===== config.mk =====
export PLATFORM = sky130hd
export DESIGN_NAME = kvs_front_flat
export DESIGN_NICKNAME = d
export VERILOG_FILES = /design/src/rtl/core/kvs_pkg.sv /design/src/rtl/core/kvs_if.sv /design/src/rtl/core/kvs_front.sv /design/src/flat_wrapper.sv
export SDC_FILE = /design/constraint.sdc
export NUM_CORES = 1
export LEC_CHECK = 0
export BUFFER_PORTS_ARGS = -buffer_cell sky130_fd_sc_hd__buf_2
export CAP_MARGIN = 10
export CORE_ASPECT_RATIO = 1.1
export CORE_MARGIN = 2
export CORE_UTILIZATION = 45
export CTS_CLUSTER_SIZE = 12
export DETAILED_ROUTE_END_ITERATION = 16
export PLACE_DENSITY = 0.71
export SKIP_CTS_REPAIR_TIMING = 1
export SLEW_MARGIN = 5
export SYNTH_ARGS = -nofsm -noshare
export SYNTH_HDL_FRONTEND = slang
export SYNTH_SLANG_ARGS = --single-unit
export TNS_END_PERCENT = 50

===== constraint.sdc =====
create_clock -name i_clk -period 21.2 [get_ports i_clk]
set_input_delay 3.18 -clock i_clk [delete_from_list [all_inputs] [get_ports i_clk]]
set_output_delay 3.18 -clock i_clk [all_outputs]
set_load 0.01 [all_outputs]

===== src/rtl/core/kvs_pkg.sv =====
// kvs_pkg: shared types and constants of the keyframe vec3 sampler
// no dependencies; imported by the interfaces and every module of the block but kvs_ram
`default_nettype none

package kvs_pkg;

    localparam int MAX_KEYS  = 64;
    localparam int FRAC_BITS = 16;
    localparam int KEY_AW    = $clog2(MAX_KEYS);
    localparam int CNT_W     = 7;
    localparam int DATA_W    = 32;
    localparam int PADDR_W   = 3;

    localparam logic [PADDR_W-1:0] ADDR_MODE  = 3'd0;
    localparam logic [PADDR_W-1:0] ADDR_COUNT = 3'd4;

    localparam logic [1:0] MODE_STEP   = 2'd0;
    localparam logic [1:0] MODE_LINEAR = 2'd1;

    typedef enum logic {
        CMD_WRITE  = 1'b0,
        CMD_SAMPLE = 1'b1
    } t_cmd_kind;

    typedef struct packed {
        t_cmd_kind                 kind;
        logic [KEY_AW-1:0]         idx;
        logic signed [DATA_W-1:0]  tm;
        logic signed [DATA_W-1:0]  vx;
        logic signed [DATA_W-1:0]  vy;
        logic signed [DATA_W-1:0]  vz;
    } t_cmd;

endpackage

`default_nettype wire


===== src/rtl/core/kvs_if.sv =====
// kvs_in_if / kvs_out_if: valid-ready channels of the sampler
// depend on kvs_pkg for the field widths
`default_nettype none

interface kvs_in_if;
    import kvs_pkg::*;
    logic                      valid;
    logic                      ready;
    logic                      action;
    logic [KEY_AW-1:0]         key_index;
    logic signed [DATA_W-1:0]  key_time;
    logic signed [DATA_W-1:0]  value_x;
    logic signed [DATA_W-1:0]  value_y;
    logic signed [DATA_W-1:0]  value_z;
    logic signed [DATA_W-1:0]  sample_time;

    modport source (output valid, action, key_index, key_time, value_x, value_y, value_z,
                    sample_time, input ready);
    modport sink (input valid, action, key_index, key_time, value_x, value_y, value_z,
                  sample_time, output ready);
endinterface


`default_nettype wire


===== src/rtl/core/kvs_front.sv =====
// kvs_front: accepts input transfers, classifies them into commands, two-entry queue
// depends on kvs_pkg and kvs_in_if
`default_nettype none

module kvs_front
    import kvs_pkg::*;
(
    input  wire logic i_clk,
    input  wire logic i_rst_n,
    kvs_in_if.sink    i_in,
    output logic      o_cmd_valid,
    output t_cmd      o_cmd,
    input  wire logic i_cmd_pop
);

    t_cmd       r_q [2];
    logic       r_wp;
    logic       r_rp;
    logic [1:0] r_cnt;
    logic       push;
    logic       pop;
    t_cmd       cmd_in;

    assign i_in.ready  = (r_cnt != 2'd2);
    assign push        = i_in.valid && i_in.ready;
    assign o_cmd_valid = (r_cnt != 2'd0);
    assign pop         = i_cmd_pop && o_cmd_valid;
    assign o_cmd       = r_q[r_rp];

    always_comb begin
        cmd_in.kind = i_in.action ? CMD_SAMPLE : CMD_WRITE;
        cmd_in.idx  = i_in.key_index;
        cmd_in.tm   = i_in.action ? i_in.sample_time : i_in.key_time;
        cmd_in.vx   = i_in.value_x;
        cmd_in.vy   = i_in.value_y;
        cmd_in.vz   = i_in.value_z;
    end

    always_ff @(posedge i_clk) begin
        if (push) begin
            r_q[r_wp] <= cmd_in;
        end
        if (!i_rst_n) begin
            r_wp  <= 1'b0;
            r_rp  <= 1'b0;
            r_cnt <= 2'd0;
        end else begin
            if (push) begin
                r_wp <= ~r_wp;
            end
            if (pop) begin
                r_rp <= ~r_rp;
            end
            r_cnt <= r_cnt + {1'b0, push} - {1'b0, pop};
        end
    end

endmodule

`default_nettype wire


===== src/flat_wrapper.sv =====
// flat-port wrapper written by rule: the top's interface ports become plain ports
module kvs_front_flat import kvs_pkg::*;
  (i_clk, i_rst_n, o_cmd_valid, o_cmd, i_cmd_pop, i_in_valid, i_in_action, i_in_key_index, i_in_key_time, i_in_value_x, i_in_value_y, i_in_value_z, i_in_sample_time, i_in_ready);
  kvs_in_if i_in_i ();
  input  wire logic i_clk;
  input  wire logic i_rst_n;
  output logic o_cmd_valid;
  output t_cmd o_cmd;
  input  wire logic i_cmd_pop;
  input wire logic [$bits(i_in_i.valid)-1:0] i_in_valid;
  input wire logic [$bits(i_in_i.action)-1:0] i_in_action;
  input wire logic [$bits(i_in_i.key_index)-1:0] i_in_key_index;
  input wire logic [$bits(i_in_i.key_time)-1:0] i_in_key_time;
  input wire logic [$bits(i_in_i.value_x)-1:0] i_in_value_x;
  input wire logic [$bits(i_in_i.value_y)-1:0] i_in_value_y;
  input wire logic [$bits(i_in_i.value_z)-1:0] i_in_value_z;
  input wire logic [$bits(i_in_i.sample_time)-1:0] i_in_sample_time;
  output wire logic [$bits(i_in_i.ready)-1:0] i_in_ready;
  assign i_in_i.valid = i_in_valid;
  assign i_in_i.action = i_in_action;
  assign i_in_i.key_index = i_in_key_index;
  assign i_in_i.key_time = i_in_key_time;
  assign i_in_i.value_x = i_in_value_x;
  assign i_in_i.value_y = i_in_value_y;
  assign i_in_i.value_z = i_in_value_z;
  assign i_in_i.sample_time = i_in_sample_time;
  assign i_in_ready = i_in_i.ready;
  kvs_front u_core (.i_clk(i_clk), .i_rst_n(i_rst_n), .i_in(i_in_i), .o_cmd_valid(o_cmd_valid), .o_cmd(o_cmd), .i_cmd_pop(i_cmd_pop));
endmodule

Word-level counts from Yosys, hierarchy flattened. Memory sizes are Yosys's and may differ from the RTL's. A register that Yosys moved wholly into a read port is not among the register bits. Cells that the tools add are included.

Reduce and logical (&&, ||, !) cells: 3. $add $sub $neg: 2. Multiplexer cells: 6. Bitwise logic cells: 2. Eq/ne operators: 1.

Operators by type and width (number): 32-bit two-way mux (1); 1-bit two-way mux (5); 2-bit by 1-bit adder with 2-bit output (1); 1-bit logical AND (2); 2-bit != test, second input constant (1); 1-bit NOT (2); 2-bit nonzero test (1); 2-bit by 1-bit subtractor with 2-bit output (1).

Memories: 1. Flip-flop bits (word level): 4. RAM bits: 270. Input bits: 171.

Memories: u_core.r_q (words 2, width 135, read ports 1, clocked after memory_dff 1, write ports 1, RTL line kvs_front.sv:16) `t_cmd r_q [2];`.

Depth between registers and ports, before layout.
Depth in word-level cells: 4. Gate-level depth with buffers: 7. Depth with buffers taken out: 7.

Worst setup path after synthesis. No wires, ideal clock.

Kind: input-to-reg. Start point: in i_in_valid. End point: mem u_core.r_q[0][0] (netlist name) (enable). Required time: 20.553 ns. Path slack: 11.272 ns. Buffers on the path: 0. Data arrival time: 9.281 ns. Stages: 2. Library setup time: 0.647 ns. Cells stage by stage: and2_1 nor2b_1.

Longest elaborated chain between the ends: 3.

RTL lines: from (decl) (RTL line flat_wrapper.sv:10) `input wire logic [$bits(i_in_i.valid)-1:0] i_in_valid;`; 1-bit logical AND (RTL line kvs_front.sv:25) `assign push = i_in.valid && i_in.ready;`; 1-bit two-way mux (RTL line kvs_front.sv:40) `if (push) begin`; 1-bit two-way mux (not written as such) (RTL line kvs_front.sv:41) `r_q[r_wp] <= cmd_in;`; to (decl) (RTL line kvs_front.sv:16).

Every way passes these cells.

==> results.toml <==
[routing]
final_antenna_net_count = 0
vias = 5440
finalWirelength_um = 19600
wl_per_cell_um = 17.44
first_pass_iters = 4
viasPerCell = 4.840
drt_iter0_drc = 247
drc = 0

[run]
drv_cap = 0

[finish]
nets = 979
layout-drive-gt1-share_pct = 62.45
n_fill_cell = 1773
final_common_cell = "buf_2"
area_growth_pct = 25.38
final_cell_mix = "307 x buf_2, 270 x edfxtp_1, 115 x mux2_2"

[grt]
grt_max_degree = 78
grt_usage_pct = 14.90
grt_pass1_vias = 5574
grt_pass1_wl_um = 28430
grt_overflow_total = 0
antenna_found_initial = 1

[logic_synthesis]
syn_nets = 656
netlist_instances = 483
syn_area_per_cell_um2 = 21.86
synthesis.area_mm2 = 0.01056
ys_types = 24
synth_seq_cells = 275
ys_seq_area_share_pct = 77.73
yosysWarnings = 0

[sta]
layout_setup_ws_ns = 14.86
rsz0062_at_grt = "no"
max_freq_ghz = 0.1578
timing.final.crit_share_pct = 29.89
whs_ns = 0.5191
worstMarginPinSlew_ns = 1.225
finalSetupViolCount = 0
finalMaxSlewViolations = 0
post-route-min-period_ns = 6.336
finalHoldViolCount = 0
finalClockSkew_ns = 0.006504
fin_setup_tns_ns = 0
relSlewSlack_pct = 18.35

[clock_network]
cts-root-buf = "clkbuf_16"
cts_tree = "built"
numCtsBuffers = 28
htree_levels = 1
clk_transition_reported_paths_ns = 0.06
clock-sinks = 275
clk_latency_ns = 0.52
ctsLongestPathBuffers = 3

[floorplanning]
dieHeight_um = 164.7
initial_core_util_pct = 46.05
io_pins = 308
die_w_um = 150.1
num_rows = 58
dieArea_mm2 = 0.02471
coreArea_mm2 = 0.02293

[status]
status = "completed"

[place]
portBuffers = 307
gp_congestion = 0.7375
hpwl_um = 12930
post-place-ws_ns = 15.28

[critical_path]
rrSetupSlack_ns = 18.50
reg2reg_depth = 3
cp-end-kind = "output pin"
critPathKind = "register to output pin"
required_ns = 18.02
critPathArrivalTime_ns = 3.16
path_max_fanout = 72
cp-start-kind = "register"

[min_path]
hp-class = "register to register"
holdPathStages = 2

[power]
p_per_area_mw_per_mm2 = 118.6
peakVddDrop_v = 0.00008410
cellLeakagePower_uw = 0.005079
-- stage by stage --
stage	util [%]	total power (uW)	cells	area [um2]
finish	57.74	1570	1124	13240
global route	57.73	1641	1123	13240
CTS	57.73	1593	1123	13240
detailed placement	53.99	1129	1076	12380
global placement	53.99	1123	1076	12380
floorplan	-	997.2	483	10560
-- final cells by class --
class | count | area [um2] | share of cell area [%]
multi-input combinational | 186 | 2208 | 16.68
timing repair buffer | 312 | 1574 | 11.89
sequential | 275 | 8212 | 62.02
clock buffer | 42 | 784.5 | 5.925
inverter | 3 | 11.26 | 0.08505
antenna | 1 | 2.502 | 0.01890
clock inverter | 5 | 72.57 | 0.5481
tap | 300 | 375.4 | 2.835
-- worst max-delay path, cell delays in order, from the launching register on --
cell and delay, ns:
dfxtp_4 0.33, buf_4 0.82, buf_4 0.84, mux2_2 0.43
buf_2 0.14
-- cell usage after synthesis --
cell type    n  area, um2
nor3_1       1      5.000
ha_1         2      25.02
nand2_1      1      3.750
mux2_4      50      750.7
and2_1       3      18.77
edfxtp_1   270       8108
mux2_1       2      22.52
nand2b_1     1      6.260
nor2b_1      1      6.260
nand4b_1     1      8.760
o21ai_0      1      5.000
or2_2        1      6.260
nor2_1       3      11.26
inv_1        3      11.26
clkbuf_1     1      3.750
buf_4        3      22.52
and3_1       1      6.260
mux2_2     115       1295
xnor2_1      1      8.760
o21a_1       1      7.510
buf_2        8      40.04
buf_6        7      78.83
xor2_1       1      8.760
dfxtp_1      5      100.1
-- metal layers --
layer / track usage (%) / up-vias / share of wire, %
met2: 25.67 / 239 / 49
met5: 0 / - / 0.056
met1: 17.56 / 2602 / 39
met3: 5.138 / 44 / 10
li1: - / 2553 / -
met4: 4.803 / 2 / 2.2
-- flip-flops by register name (all words and copies together) (netlist names), named ones only --
register and flops:
u_core.r_q 270, u_core.r_cnt 2, u_core.r_wp 1, u_core.r_rp 1
-- worst paths after layout --
check                                      to                        from
setup / recovery                    o_cmd[39]                    register
hold / removal       u_core.r_wp$_SDFFE_PN0P_    u_core.r_wp$_SDFFE_PN0P_
setup reg to reg  u_core.r_q[1][84]$_DFFE_PP_  u_core.r_cnt[0]$_SDFF_PN0_
hold reg to reg      u_core.r_wp$_SDFFE_PN0P_    u_core.r_wp$_SDFFE_PN0P_
-- kinds of logic (layout without fill, tap and decap cells) --
logic type	count (synthesis)	in the layout	synth area share (%)
AO/OA/AOI/OAI	2	2	0.1185
XOR/XNOR	2	2	0.1659
adder cells (fa/ha/maj)	2	2	0.2369
buffers and inverters	22	362	1.481
flip-flops	275	275	77.73
multiplexers	167	167	19.59
other	0	1	0
AND/OR/NAND/NOR	13	13	0.6873
-- where the power goes --
part / internal [uW] / switching [uW]
clock network: 276 / 184
logic: 195 / 204
registers: 692 / 17.8
Note: power is estimated with default switching activity, not from simulation.
